[config.mk]
export PLATFORM = sky130hd
export DESIGN_NAME = mips_basic_block_former_core
export DESIGN_NICKNAME = d
export VERILOG_FILES = /design/src/hw/rtl/bbf_pkg.sv /design/src/hw/rtl/bbf_decode.sv /design/src/hw/rtl/bbf_former.sv /design/src/hw/rtl/mips_basic_block_former_core.sv
export VERILOG_INCLUDE_DIRS = /design/src /design/src/hw/rtl
export SDC_FILE = /design/constraint.sdc
export NUM_CORES = 1
export LEC_CHECK = 0
export ABC_AREA = 1
export BUFFER_PORTS_ARGS = -buffer_cell sky130_fd_sc_hd__buf_2
export CORE_MARGIN = 2
export CORE_UTILIZATION = 55
export DETAILED_ROUTE_END_ITERATION = 7
export PLACE_DENSITY = 0.82
export REMOVE_ABC_BUFFERS = 1
export SYNTH_ARGS = -nofsm -noshare
export SYNTH_HDL_FRONTEND = slang
export SYNTH_SLANG_ARGS = --single-unit
[constraint.sdc]
create_clock -name clk -period 2.8 [get_ports clk]
set_clock_uncertainty 0.15 [all_clocks]
set_input_delay 0 -clock clk [delete_from_list [all_inputs] [get_ports clk]]
set_output_delay 0 -clock clk [all_outputs]
set_load 0.03 [all_outputs]
[src/hw/rtl/assert_macros.svh]
// Assertion macros shared by the RTL of the basic block former.
// Depends on nothing; the including module supplies clk and arst_n.
`ifndef ASSERT_MACROS_SVH
`define ASSERT_MACROS_SVH

// Concurrent check on the rising clock edge, disabled while reset is asserted.
`define ASSERT_CLK(label, prop, msg) \
	label: assert property (@(posedge clk) disable iff (!arst_n) (prop)) else $error(msg);

// Concurrent check that an antecedent implies a consequent in the same cycle.
`define ASSERT_IMPLY(label, ante, cons, msg) \
	`ASSERT_CLK(label, (ante) |-> (cons), msg)

`endif

[src/hw/rtl/bbf_pkg.sv]
// Shared types and constants of the MIPS basic block former.
// Used by bbf_decode, bbf_former and mips_basic_block_former_core; depends on nothing.
package bbf_pkg;

	// Block length limit; the block closes once this many words are taken.
	localparam int unsigned BBF_MAX_INSTRUCTIONS = 32;

	// Field widths.
	localparam int unsigned ADDR_W  = 32;
	localparam int unsigned WORD_W  = 32;
	localparam int unsigned POS_W   = 5;
	localparam int unsigned COUNT_W = 6;
	localparam int unsigned PAGE_W  = 20;

	// Stream widths.
	localparam int unsigned IN_DATA_W  = 64;
	localparam int unsigned IN_USER_W  = 2;
	localparam int unsigned OUT_DATA_W = 16;

	// Primary opcodes and function codes used by the classifier.
	localparam logic [5:0] OP_SPECIAL  = 6'h00;
	localparam logic [5:0] OP_REGIMM   = 6'h01;
	localparam logic [5:0] OP_J        = 6'h02;
	localparam logic [5:0] OP_BGTZ     = 6'h07;
	localparam logic [5:0] OP_COP0     = 6'h10;
	localparam logic [5:0] OP_COP2     = 6'h12;
	localparam logic [5:0] OP_BEQL     = 6'h14;
	localparam logic [5:0] OP_BGTZL    = 6'h17;
	localparam logic [5:0] OP_LDL      = 6'h1A;
	localparam logic [5:0] OP_LDR      = 6'h1B;
	localparam logic [5:0] OP_OP1E     = 6'h1E;
	localparam logic [5:0] OP_OP1F     = 6'h1F;
	localparam logic [5:0] OP_MEM_BASE = 6'h20;
	localparam logic [5:0] FN_JR       = 6'h08;
	localparam logic [5:0] FN_JALR     = 6'h09;
	localparam logic [5:0] FN_SYSCALL  = 6'h0C;
	localparam logic [5:0] FN_BREAK    = 6'h0D;
	localparam logic [4:0] RS_BC       = 5'h08;
	localparam logic [31:0] WORD_ERET  = 32'h4200_0018;

	// One accepted instruction request.
	typedef struct packed {
		logic              first;
		logic [ADDR_W-1:0] address;
		logic [WORD_W-1:0] instruction_word;
		logic              readable;
	} item_t;

	// Opcode class flags of one word.
	typedef struct packed {
		logic is_memory;
		logic is_coprocessor;
		logic is_branch;
		logic is_stop;
	} class_t;

	// One result.
	typedef struct packed {
		logic               instr_valid;
		logic [POS_W-1:0]   position;
		logic               is_memory;
		logic               is_coprocessor;
		logic               is_branch;
		logic               is_stop;
		logic               in_delay_slot;
		logic               last;
		logic [COUNT_W-1:0] block_count;
	} result_t;

endpackage

[src/hw/rtl/bbf_decode.sv]
// Opcode classifier of the MIPS basic block former.
// Depends on bbf_pkg for the opcode constants and class_t.
module bbf_decode (
	input  logic [bbf_pkg::WORD_W-1:0] word,
	output bbf_pkg::class_t            cls
);
	import bbf_pkg::*;

	logic [5:0] op;
	logic [4:0] rs;
	logic [5:0] fn;
	logic       cop_op;

	assign op     = word[31:26];
	assign rs     = word[25:21];
	assign fn     = word[5:0];
	assign cop_op = (op >= OP_COP0) && (op <= OP_COP2);

	// Loads and stores, including the unaligned and extended forms.
	assign cls.is_memory = (op >= OP_MEM_BASE) || (op == OP_LDL) || (op == OP_LDR) ||
		(op == OP_OP1E) || (op == OP_OP1F);

	assign cls.is_coprocessor = cop_op;

	// Register jumps, REGIMM, J..BGTZ, likely branches and coprocessor branches.
	assign cls.is_branch = ((op == OP_SPECIAL) && ((fn == FN_JR) || (fn == FN_JALR))) ||
		(op == OP_REGIMM) || ((op >= OP_J) && (op <= OP_BGTZ)) ||
		((op >= OP_BEQL) && (op <= OP_BGTZL)) || (cop_op && (rs == RS_BC));

	// Syscall, break and the return-from-exception word end a block.
	assign cls.is_stop = ((op == OP_SPECIAL) && ((fn == FN_SYSCALL) || (fn == FN_BREAK))) ||
		(word == WORD_ERET);

endmodule

[src/hw/rtl/bbf_former.sv]
// Block state and result logic of the MIPS basic block former.
// Depends on bbf_pkg and instantiates bbf_decode.
module bbf_former #(
	parameter int unsigned MAX_INSTRUCTIONS = bbf_pkg::BBF_MAX_INSTRUCTIONS
) (
	input  logic             clk,
	input  logic             arst_n,
	input  logic             step,
	input  bbf_pkg::item_t   item,
	output logic             res_valid,
	output bbf_pkg::result_t res
);
	import bbf_pkg::*;

	localparam logic [COUNT_W:0] MaxCount = (COUNT_W+1)'(MAX_INSTRUCTIONS);

	logic [PAGE_W-1:0]  page_q;
	logic [COUNT_W-1:0] count_q;
	logic               delay_q;
	logic               open_q;

	logic [PAGE_W-1:0]  page_d;
	logic [COUNT_W-1:0] count_d;
	logic               delay_d;
	logic               open_d;

	class_t             cls;
	logic [PAGE_W-1:0]  item_page;
	logic               bad_start;
	logic               page_break;
	logic [COUNT_W-1:0] base_count;
	logic               base_delay;
	logic [COUNT_W:0]   next_count;
	logic               is_last;

	bbf_decode u_decode (
		.word (item.instruction_word),
		.cls  (cls)
	);

	assign item_page  = item.address[ADDR_W-1:ADDR_W-PAGE_W];
	assign bad_start  = (item.address[1:0] != 2'b00) || !item.readable;
	assign page_break = (item_page != page_q) || !item.readable;

	// A fresh block starts from zero; a continuing one from the stored state.
	assign base_count = item.first ? '0 : count_q;
	assign base_delay = item.first ? 1'b0 : delay_q;
	assign next_count = {1'b0, base_count} + 1'b1;
	assign is_last    = base_delay || cls.is_stop || (next_count >= MaxCount);

	// Result and next state for the request under work.
	always_comb begin
		page_d    = page_q;
		count_d   = count_q;
		delay_d   = delay_q;
		open_d    = open_q;
		res_valid = 1'b0;
		res       = '0;
		if (item.first && bad_start) begin
			// Empty block: terminator with no instructions.
			page_d    = item_page;
			count_d   = '0;
			delay_d   = 1'b0;
			open_d    = 1'b0;
			res_valid = 1'b1;
			res.last  = 1'b1;
		end else if (!item.first && !open_q) begin
			// Nothing open: the word is dropped.
			res_valid = 1'b0;
		end else if (!item.first && page_break) begin
			// Page crossing or unreadable word closes the block.
			open_d           = 1'b0;
			delay_d          = 1'b0;
			res_valid        = 1'b1;
			res.last         = 1'b1;
			res.block_count  = count_q;
		end else begin
			// The word is taken into the block.
			if (item.first) begin
				page_d = item_page;
			end
			res_valid          = 1'b1;
			res.instr_valid    = 1'b1;
			res.position       = base_count[POS_W-1:0];
			res.is_memory      = cls.is_memory;
			res.is_coprocessor = cls.is_coprocessor;
			res.is_branch      = cls.is_branch;
			res.is_stop        = cls.is_stop;
			res.in_delay_slot  = base_delay;
			res.last           = is_last;
			res.block_count    = next_count[COUNT_W-1:0];
			count_d            = next_count[COUNT_W-1:0];
			open_d             = !is_last;
			delay_d            = !is_last && cls.is_branch;
		end
	end

	// Block state registers, updated when a request leaves the input register.
	always_ff @(posedge clk or negedge arst_n) begin
		if (!arst_n) begin
			page_q  <= '0;
			count_q <= '0;
			delay_q <= 1'b0;
			open_q  <= 1'b0;
		end else if (step) begin
			page_q  <= page_d;
			count_q <= count_d;
			delay_q <= delay_d;
			open_q  <= open_d;
		end
	end

endmodule

[src/hw/rtl/mips_basic_block_former_core.sv]
// Top level of the MIPS basic block former: input register, block former, result register.
// Depends on bbf_pkg, bbf_former (with bbf_decode) and assert_macros.svh.
//
// Takes one fetched instruction word per cycle on the slave stream while the master stream
// does not stall, and emits at most one result per word on the master stream, grouping
// words into basic blocks that open on a request marked first and close on a stop, after
// a branch delay slot, at MAX_INSTRUCTIONS words (32 by default), on a 4 KiB page change
// or an unreadable word. Throughput is one word per clock without back-pressure; a result
// passes the input register, then the result register; the block state is updated as a
// request moves between them. The input side keeps accepting while a result waits, as long
// as the input register can move on; words that arrive with no block open produce no result.
module mips_basic_block_former_core #(
	parameter int unsigned MAX_INSTRUCTIONS = bbf_pkg::BBF_MAX_INSTRUCTIONS
) (
	input  logic                            clk,
	input  logic                            arst_n,
	input  logic                            s_axis_tvalid,
	output logic                            s_axis_tready,
	// tdata: address [31:0], instruction_word [63:32]
	input  logic [bbf_pkg::IN_DATA_W-1:0]   s_axis_tdata,
	// tuser: first [0], readable [1]
	input  logic [bbf_pkg::IN_USER_W-1:0]   s_axis_tuser,
	output logic                            m_axis_tvalid,
	input  logic                            m_axis_tready,
	// tdata: position [4:0], is_memory [5], is_coprocessor [6], is_branch [7],
	//        is_stop [8], in_delay_slot [9], block_count [15:10]
	output logic [bbf_pkg::OUT_DATA_W-1:0]  m_axis_tdata,
	// tuser: instr_valid [0]
	output logic                            m_axis_tuser,
	output logic                            m_axis_tlast
);
	import bbf_pkg::*;

	`include "assert_macros.svh"

	item_t   item_s1;
	logic    valid_s1;
	result_t res_s2;
	logic    valid_s2;

	logic    advance;
	logic    res_valid;
	result_t res;

	// The input register moves on when the result register is free or being drained.
	assign advance       = valid_s1 && (!valid_s2 || m_axis_tready);
	assign s_axis_tready = !valid_s1 || advance;

	// Input register.
	always_ff @(posedge clk or negedge arst_n) begin
		if (!arst_n) begin
			valid_s1 <= 1'b0;
		end else if (s_axis_tready) begin
			valid_s1 <= s_axis_tvalid;
		end
	end

	always_ff @(posedge clk) begin
		if (s_axis_tready && s_axis_tvalid) begin
			item_s1.first            <= s_axis_tuser[0];
			item_s1.readable         <= s_axis_tuser[1];
			item_s1.address          <= s_axis_tdata[ADDR_W-1:0];
			item_s1.instruction_word <= s_axis_tdata[ADDR_W+WORD_W-1:ADDR_W];
		end
	end

	bbf_former #(
		.MAX_INSTRUCTIONS (MAX_INSTRUCTIONS)
	) u_former (
		.clk       (clk),
		.arst_n    (arst_n),
		.step      (advance),
		.item      (item_s1),
		.res_valid (res_valid),
		.res       (res)
	);

	// Result register.
	always_ff @(posedge clk or negedge arst_n) begin
		if (!arst_n) begin
			valid_s2 <= 1'b0;
		end else if (advance) begin
			valid_s2 <= res_valid;
		end else if (m_axis_tready) begin
			valid_s2 <= 1'b0;
		end
	end

	always_ff @(posedge clk) begin
		if (advance && res_valid) begin
			res_s2 <= res;
		end
	end

	assign m_axis_tvalid = valid_s2;
	assign m_axis_tuser  = res_s2.instr_valid;
	assign m_axis_tlast  = res_s2.last;
	assign m_axis_tdata  = {res_s2.block_count, res_s2.in_delay_slot, res_s2.is_stop,
		res_s2.is_branch, res_s2.is_coprocessor, res_s2.is_memory, res_s2.position};

	// A terminator always ends its block.
	`ASSERT_IMPLY(a_term_last, valid_s2 && !res_s2.instr_valid, res_s2.last,
		"terminator without last")
	// A delay-slot instruction always closes the block.
	`ASSERT_IMPLY(a_slot_last, valid_s2 && res_s2.in_delay_slot, res_s2.last,
		"delay slot not last")
	// An instruction's position is one below the running count.
	`ASSERT_IMPLY(a_pos_count, valid_s2 && res_s2.instr_valid,
		res_s2.position == POS_W'(res_s2.block_count - 1'b1), "position and count disagree")

endmodule
==> flow_summary.yaml, run 1 <==
yosys:
  synth_cell_types: 30
  syn_area_mm2: 0.004518
  yosysSeqAreaShare_pct: 65.80
  netlist.area_leader.share_pct: 49.18
  synth_warnings: 0
  avgSynthCellArea_um2: 9.996
  synth.largest_area_cell: "edfxtp_1"
  netlist_instances: 452
  synth_area_leaders: "edfxtp_1, dfrtp_1, nand2_1"
  synth-seq-cells: 104
finish:
  layout_common_cells: "nand2_1, buf_2, inv_1"
  final_nets: 670
  drive_above_1_share_pct: 20.03
  layout_commonest_cell: "nand2_1"
  area_growth_pct: 28.94
  n_fill_cell: 561
  post-route-util_pct: 71.99
global_routing:
  grt_max_degree: 51
  grt_overflow_total: 0
  grt_pass1_vias: 3558
  grt_first_pass_wirelength_um: 15940
  antenna_found_initial: 0
  gr-usage-all-layers_pct: 23.63
pwr:
  swShare_pct: 32.66
  power.density_mw_per_mm2: 678.9
  clockPowerShare_pct: 22.4
  pwr-share-comb_pct: 23.0
  p_switching_mw: 1.292
  internal_power_mw: 2.663
  peakVddDrop_mv: 0.3821
  p_leak_nw: 2.750
  seq_power_share_pct: 54.6
sta:
  period_share_pct: 76.90
  hold_viol: 0
  slew_headroom_pct: 55.54
  rsz0062_at_grt: "false"
  timing.fmax_mhz: 464.5
  tns_ns: 0
  tightest_slew_ns: 0.6669
  slew_viol_final: 0
  period_minus_slack_ns: 2.153
  report.final.setup_viol: 0
floorplanning:
  core_area_mm2: 0.008093
  start_util_pct: 55.83
  die_h_um: 94.64
  die_x_um: 94.64
  rows: 33
  die_area_mm2: 0.008956
  pin_count: 90
clock_network:
  insertion_delay_ns: 0.37
  post_cts_resized: 0
  cts.clk_slew.worst_paths_ns: 0.10
  cts_buffers: 9
  h-tree-depth: 3
  cts_tree: "yes"
  cts_buffer_depth: 2
  cts_root_buffer: "clkbuf_8"
  cts_num_sinks: 104
flow_run:
  drv_cap: 0
setup_path:
  r2r-end: "valid_s1"
  crit_type: "reg -> reg"
  cp-start-kind: "register"
  crit_path_max_fanout: 3
  crit_end: "valid_s1"
  worst-r2r-setup-slack_ns: 0.65
  r2r_cells: 7
  cp.required_ns: 2.91
  crit_path_start: "m_axis_tvalid"
  endpoint_kind: "register"
  crit_arrival_ns: 2.26
  r2r-start: "m_axis_tvalid"
route:
  routed.top_layer: "met4"
  wirelength_um: 9817
  met2WireLength_um: 5107
  wire_per_inst_um: 13.79
  route.met3.wl_um: 479
  wl_met1_um: 3880
  drtAntennaViolNets: 0
  drc: 0
  viasPerCell: 4.874
  dr.first_iter.drc_count: 188
  vias: 3470
  drt_pre_antenna_iters: 5
run_status:
  status: "complete, no violations"
placed_design:
  portBuffers: 79
  place_hpwl_um: 5703
  gp_congestion: 0.8507
hold_path:
  min_path_type: "in -> async"
-- flip-flops by register name (all words and copies together), names as in the netlist --
name,flops
u_former.open_q,1
u_former.delay_q,1
item_s1,56
m_axis_tdata,16
u_former.count_q,6
m_axis_tlast,1
m_axis_tvalid,1
valid_s1,1
m_axis_tuser,1
u_former.page_q,20
-- cell usage after synthesis --
| library cell | count |
|---|---|
| o21ai_0 | 22 |
| nand3b_1 | 2 |
| inv_2 | 3 |
| nor2_1 | 42 |
| buf_6 | 4 |
| nand3_2 | 2 |
| and2_0 | 1 |
| buf_4 | 1 |
| nand3_4 | 1 |
| nand3_1 | 18 |
| ha_1 | 1 |
| mux2_4 | 1 |
| or2_2 | 1 |
| a21oi_1 | 4 |
| dfrtp_1 | 30 |
| clkbuf_1 | 2 |
| o21ai_1 | 1 |
| nand2_2 | 1 |
| a21oi_2 | 3 |
| xor2_1 | 1 |
| nand2_1 | 141 |
| inv_1 | 77 |
| nand4_1 | 5 |
| edfxtp_1 | 74 |
| nor2_2 | 6 |
| nor3_1 | 2 |
| nor4_1 | 1 |
| xnor2_1 | 1 |
| nand2_4 | 3 |
| nor2_4 | 1 |
-- how the worst min path moves through the flow --
stage | start | end | cells after the start
6_report | arst_n | u_former.page_q[1] | 2
3_3_place_gp | arst_n | u_former.page_q[5] | 1
4_1_cts | arst_n | u_former.page_q[1] | 2
3_5_place_dp | arst_n | u_former.page_q[1] | 1
5_1_grt | arst_n | u_former.page_q[1] | 2
2_1_floorplan | arst_n | m_axis_tvalid | 0
-- power groups by stage --
stage	Clock [mW]	Combinational (mW)	Sequential, mW
3_5_place_dp	0	0.826	2.18
6_report	0.884	0.911	2.16
5_1_grt	0.954	1.04	2.19
3_3_place_gp	0	0.787	2.16
2_1_floorplan	0	0.510	2.24
4_1_cts	0.889	0.899	2.16
-- layer usage --
metal	GRT usage, %	vias to the layer above
li1	-	1718
met3	4.389	28
met1	27.09	1591
met5	0	-
met2	41.67	133
met4	13.04	0
-- repair_timing --
item,CTS,global route
hold buffers,61,0
endpoints found under the hold margin,96,0
buffers inserted,0,0
-- metrics by stage --
| step | cell area [um^2] | instances | hold slack (ns) | setup slack, ns | power, mW |
|---|---|---|---|---|---|
| floorplan | 4458 | 445 | -0.4456 | 0.1653 | 2.748 |
| global placement | 5020 | 632 | -0.06598 | 0.7445 | 2.952 |
| detailed placement | 5020 | 632 | -0.07343 | 0.7073 | 3.010 |
| CTS | 5818 | 709 | 0.07037 | 0.6758 | 3.944 |
| global route | 5818 | 709 | 0.1330 | 0.4872 | 4.191 |
| finish | 5826 | 712 | 0.04698 | 0.6469 | 3.955 |
-- layout make-up --
| cell class | count | area, um^2 | share of cell area [%] |
|---|---|---|---|
| flip-flops and latches | 104 | 2973 | 51.03 |
| clock inverters | 7 | 63.81 | 1.095 |
| inverters | 80 | 300.3 | 5.155 |
| diodes | 3 | 7.507 | 0.1289 |
| repair buffers | 143 | 1041 | 17.87 |
| multi-input cells | 261 | 1185 | 20.34 |
| well taps | 105 | 131.4 | 2.255 |
| clock buffers | 9 | 123.9 | 2.126 |
-- worst max-delay path, cell delays in order (launching register included) --
cell,delay (ns)
dfrtp_1,0.39
inv_1,0.05
nor2_1,0.11
nand2_1,0.10
nand2_1,0.10
dlygate4sd3_1,0.55
nand2_1,0.05
dlygate4sd3_1,0.56
-- kinds of logic after synthesis --
group / Yosys count / share of synthesized area [%]
AOI/OAI and AO/OA: 30 / 3.573
xor gates and xnor gates: 2 / 0.3878
adders and majority gates: 1 / 0.2769
buffers and inverters: 87 / 7.976
DFF: 104 / 65.80
muxes: 1 / 0.3322
and+or+nand+nor: 227 / 21.66
Power figures use the tool's default switching activity.
==> inputs of run 2 (changes only) <==
==> constraint.sdc (replaced) <==
create_clock -name clk -period 2.1 [get_ports clk]
set_clock_uncertainty 0.15 [all_clocks]
set_input_delay 0 -clock clk [delete_from_list [all_inputs] [get_ports clk]]
set_output_delay 0 -clock clk [all_outputs]
set_load 0.03 [all_outputs]
==> run 2 against run 1 <==
Fmax is 11% higher. Worst setup slack worse by 0.48 ns. Routed wire length shrank 5.4%. Core utilization increased by 0.15 points. Combinational power grew 34%.
==> flow_summary.yaml, run 2 (synthesized netlist as in run 1, its figures left out) <==
setup_path:
  cp-start-kind: "register"
  critPathMaxStageDelay_ns: 0.42
  slowest_stage: "edfxtp_1"
  worstPathCellList: "inv_1, nand2_1, nand2_1, nand3_1, nor2_2, nand3_4, nand2_4, nand2_4, nor3_1"
  worst-r2r-setup-slack_ns: 0.17
  endpoint_kind: "register"
  crit_arrival_ns: 1.97
  crit_type: "reg -> reg"
  cp.required_ns: 2.13
  crit_path_max_fanout: 15
pwr:
  power.density_mw_per_mm2: 895.5
  clockPowerShare_pct: 21.8
  p_leak_nw: 2.751
  p_switching_mw: 1.692
  internal_power_mw: 3.536
  swShare_pct: 32.37
  seq_power_share_pct: 55.0
  pwr-share-comb_pct: 23.2
  peakVddDrop_mv: 0.5784
finish:
  area_growth_pct: 29.22
  diodes: 0
  drive_above_1_share_pct: 21.18
  regArea_mm2: 0.002973
  multiInputGateArea_mm2: 0.001191
  n_fill_cell: 563
  largest_reg_flops: 56
  layout_commonest_cell: "nand2_1"
  top_register: "item_s1"
  post-route-util_pct: 72.14
  layout_common_cells: "nand2_1, buf_2, inv_1"
  final_nets: 675
sta:
  slew_viol_final: 0
  timing.fmax_mhz: 517.6
  rsz0062_at_grt: "false"
  period_minus_slack_ns: 1.932
  report.final.setup_viol: 0
  hold_viol: 0
  fin_hold_ws_ns: 0.06626
  tightest_slew_ns: 0.6969
  slew_headroom_pct: 53.54
  period_share_pct: 92.00
floorplanning:
  start_util_pct: 55.83
  pin_count: 90
  die_x_um: 94.64
  rows: 33
  core_area_mm2: 0.008093
  die_area_mm2: 0.008956
  die_h_um: 94.64
global_routing:
  grt_overflow_total: 0
  grt_first_pass_wirelength_um: 15170
  antenna_found_initial: 0
  grt_max_degree: 37
  grt_pass1_vias: 3480
  gr-usage-all-layers_pct: 22.39
clock_network:
  cts_tree: "yes"
  cts.clk_slew.worst_paths_ns: 0.10
  insertion_delay_ns: 0.36
  cts_num_sinks: 104
  h-tree-depth: 3
  cts_buffers: 9
  cts_buffer_depth: 2
  cts_root_buffer: "clkbuf_8"
hold_path:
  min_path_type: "in -> async"
route:
  wirelength_um: 9284
  dr.first_iter.drc_count: 241
  drtAntennaViolNets: 0
  wire_per_inst_um: 13.00
  viasPerCell: 4.927
  vias: 3518
  drt_pre_antenna_iters: 7
  drc: 0
flow_run:
  drv_cap: 0
placed_design:
  place_hpwl_um: 5625
  portBuffers: 79
  gp_congestion: 0.8441
run_status:
  status: "complete, no violations"
-- run 2: final timing paths --
path | from | end | cells after the start
max | item_s1[53] | m_axis_tdata[3] | 9
min | arst_n | u_former.page_q[1] | 2
max reg2reg | item_s1[53] | m_axis_tdata[3] | 9
min reg2reg | u_former.count_q[5] | u_former.count_q[5] | 2
max in group asynchronous | arst_n | u_former.count_q[1] | 2
min in group clk | s_axis_tdata[54] | item_s1[23] | 2
-- run 2: layout make-up --
cell class / count / area share (%)
Clock buffer: 9 / 2.122
Inverter: 80 / 5.144
Sequential cell: 104 / 50.92
Multi-Input combinational cell: 261 / 20.40
Clock inverter: 7 / 0.9430
Timing Repair Buffer: 148 / 18.22
Tap cell: 105 / 2.250
-- run 2: repair_timing --
item | 4_1_cts | 5_1_grt
buffers inserted | 0 | 2
endpoints found under the setup margin | 0 | 2
hold endpoints to repair | 90 | 0
hold buffers | 60 | 0
resized for setup | 0 | 3
-- run 2: critical path: cells and delay by family (launching register included) --
kind / cells / cell delay, ns
and+or+nand+nor: 8 / 1.09
DFF: 1 / 0.42
buffers and inverters: 1 / 0.10
-- run 2: metal layers --
layer	routed length (um)	track usage, %	vias to the layer above
met5	0	0	-
met3	519	3.432	25
met4	251	10.14	0
li1	-	-	1728
met2	4898	40.78	128
met1	3613	25.95	1637
-- run 2: power by group through the flow --
stage / clock, mW / sequential (mW) / combinational [mW]
after CTS: 1.15 / 2.87 / 1.20
after floorplan: 0 / 2.99 / 0.679
after detailed placement: 0 / 2.90 / 1.11
after global placement: 0 / 2.88 / 1.06
after global routing: 1.23 / 2.92 / 1.40
final: 1.14 / 2.87 / 1.22
-- run 2: metrics by stage --
stage	setup TNS, ns	std cells	setup WS, ns	cell area (um^2)	power [mW]
3_5_place_dp	0	636	0.1741	5037	4.014
2_1_floorplan	-29.94	445	-0.5347	4458	3.665
4_1_cts	0	712	0.1370	5817	5.221
5_1_grt	0	714	0.004021	5838	5.544
6_report	0	714	0.1680	5838	5.228
3_3_place_gp	0	636	0.2256	5037	3.943
==> inputs of run 3 (changes only) <==
--- a/config.mk
+++ b/config.mk
@@ -9,9 +9,9 @@
 export ABC_AREA = 1
 export BUFFER_PORTS_ARGS = -buffer_cell sky130_fd_sc_hd__buf_2
 export CORE_MARGIN = 2
-export CORE_UTILIZATION = 55
+export CORE_UTILIZATION = 50
 export DETAILED_ROUTE_END_ITERATION = 7
-export PLACE_DENSITY = 0.82
+export PLACE_DENSITY = 0.76
 export REMOVE_ABC_BUFFERS = 1
 export SYNTH_ARGS = -nofsm -noshare
 export SYNTH_HDL_FRONTEND = slang
==> run 3 against run 2 <==
Register-to-register slack gained 0.06 ns. Count of clock-buffer cells in the layout is the same. Sequential share of layout area grew 0.055 points. Critical endpoint is now m_axis_tdata[15]. Largest cell class unchanged.
==> flow_summary.yaml, run 3 (synthesized netlist as in run 1, its figures left out) <==
setup_path:
  endpoint_kind: "register"
  cp-start-kind: "register"
  crit_path_start: "item_s1[56]"
  slowest_stage: "edfxtp_1"
  crit_path_max_fanout: 15
  critPathMaxStageDelay_ns: 0.40
  cp.required_ns: 2.16
  critPathBufInv: 0
  worst-r2r-setup-slack_ns: 0.23
  worstPathCellList: "nand2_1, nand2_1, nor2_1, nand2_1, nor2_2, nand3_4, nand2_4, nand2_4, o21ai_0"
  crit_path_frequent_cell: "nand2_1"
  crit_arrival_ns: 1.92
  r2r-start: "item_s1[56]"
  critical-path-top-delay-family: "simple AND/OR/NAND/NOR gates"
  crit_type: "reg -> reg"
hold_path:
  min_path_type: "in -> async"
finish:
  largest_reg_flops: 56
  n_fill_cell: 650
  finalInstanceArea_mm2: 0.005832
  layout_common_cells: "nand2_1, buf_2, inv_1"
  diodes: 0
  final_nets: 673
  final_cell_count_no_fill: 715
  drive_above_1_share_pct: 20.59
  area_growth_pct: 29.08
  layout_commonest_cell: "nand2_1"
  top_register: "item_s1"
clock_network:
  cts_num_sinks: 104
  cts_buffers: 9
  cts_tree: "yes"
  cts_hold_buf: 60
  cts.clk_slew.worst_paths_ns: 0.10
  cts_buffer_depth: 2
  cts_root_buffer: "clkbuf_8"
  insertion_delay_ns: 0.36
  cts_setup_buffers: 0
  h-tree-depth: 3
  post_cts_resized: 0
sta:
  tns_ns: 0
  slew_headroom_pct: 52.39
  timing.fmax_mhz: 535.4
  report.final.setup_viol: 0
  slew_viol_final: 0
  rsz0062_at_grt: "false"
  period_minus_slack_ns: 1.868
  hold_viol: 0
  fin_hold_ws_ns: 0.07451
  period_share_pct: 88.94
  tightest_slew_ns: 0.7141
placed_design:
  dp_cells: 639
  place_hpwl_um: 5946
  dpl_cell_area_mm2: 0.005054
  portBuffers: 79
  gp_congestion: 0.8507
floorplanning:
  start_util_pct: 51.56
  pin_count: 90
  core_area_mm2: 0.008763
  die_x_um: 99.06
  die_area_mm2: 0.009813
  rows: 34
  die_h_um: 99.06
route:
  viasPerCell: 4.740
  drtAntennaViolNets: 0
  dr.first_iter.drc_count: 153
  vias: 3389
  wirelength_um: 9100
  wire_per_inst_um: 12.73
  drc: 0
  drt_pre_antenna_iters: 4
pwr:
  p_leak_nw: 2.759
  peakVddDrop_mv: 0.5497
  power.density_mw_per_mm2: 896.9
flow_run:
  drv_cap: 0
global_routing:
  gr-usage-all-layers_pct: 19.38
  antenna_found_initial: 0
  grt_overflow_total: 0
  grt_first_pass_wirelength_um: 14830
  grt_max_degree: 39
  grt_pass1_vias: 3366
run_status:
  status: "complete, no violations"
[run 3: through the flow]
stage	util [%]	setup WS, ns	total power [mW]
3_3_place_gp	57.67	0.2530	3.962
5_1_grt	66.55	0.04075	5.563
2_1_floorplan	-	-0.5347	3.665
4_1_cts	66.55	0.2035	5.256
6_report	66.55	0.2324	5.230
3_5_place_dp	57.67	0.2287	4.036
[run 3: worst paths after layout]
path,depth (start not counted),end
setup / recovery,9,m_axis_tdata[15]
hold / removal,2,u_former.page_q[11]
setup reg to reg,9,m_axis_tdata[15]
hold reg to reg,2,u_former.count_q[5]
max in group asynchronous,2,u_former.page_q[19]
min in group clk,2,item_s1[7]
[run 3: per-layer routing]
layer,vias to the layer above,GRT usage [%],wire (um),part of all wire (%)
met4,0,7.482,163,1.8
met2,90,34.15,4800,53
met5,-,0,0,0
met3,14,4.113,326,3.6
li1,1729,-,-,-
met1,1556,23.26,3809,42
[run 3: cell type report]
type                    count  area (um^2)  share of cell area [%]
clock inverters             7        53.80                  0.9225
well taps                 108        135.1                   2.317
inverters                  80        300.3                   5.149
multi-input cells         261         1185                   20.32
repair buffers            146         1061                   18.19
clock buffers               9        123.9                   2.124
flip-flops and latches    104         2973                   50.98
[run 3: worst reg2reg max path: stages (launching register included)]
cell and delay [ns]:
edfxtp_1 0.40, nand2_1 0.09, nand2_1 0.05, nor2_1 0.09
nand2_1 0.07, nor2_2 0.16, nand3_4 0.14, nand2_4 0.20
nand2_4 0.15, o21ai_0 0.20
[run 3: where the power goes]
part	switching [mW]	total [mW]	internal (mW)	leakage, nW
Sequential	0.236	2.86	2.63	1.10
Clock	0.711	1.15	0.442	0.0827
Combinational	0.739	1.21	0.476	1.58
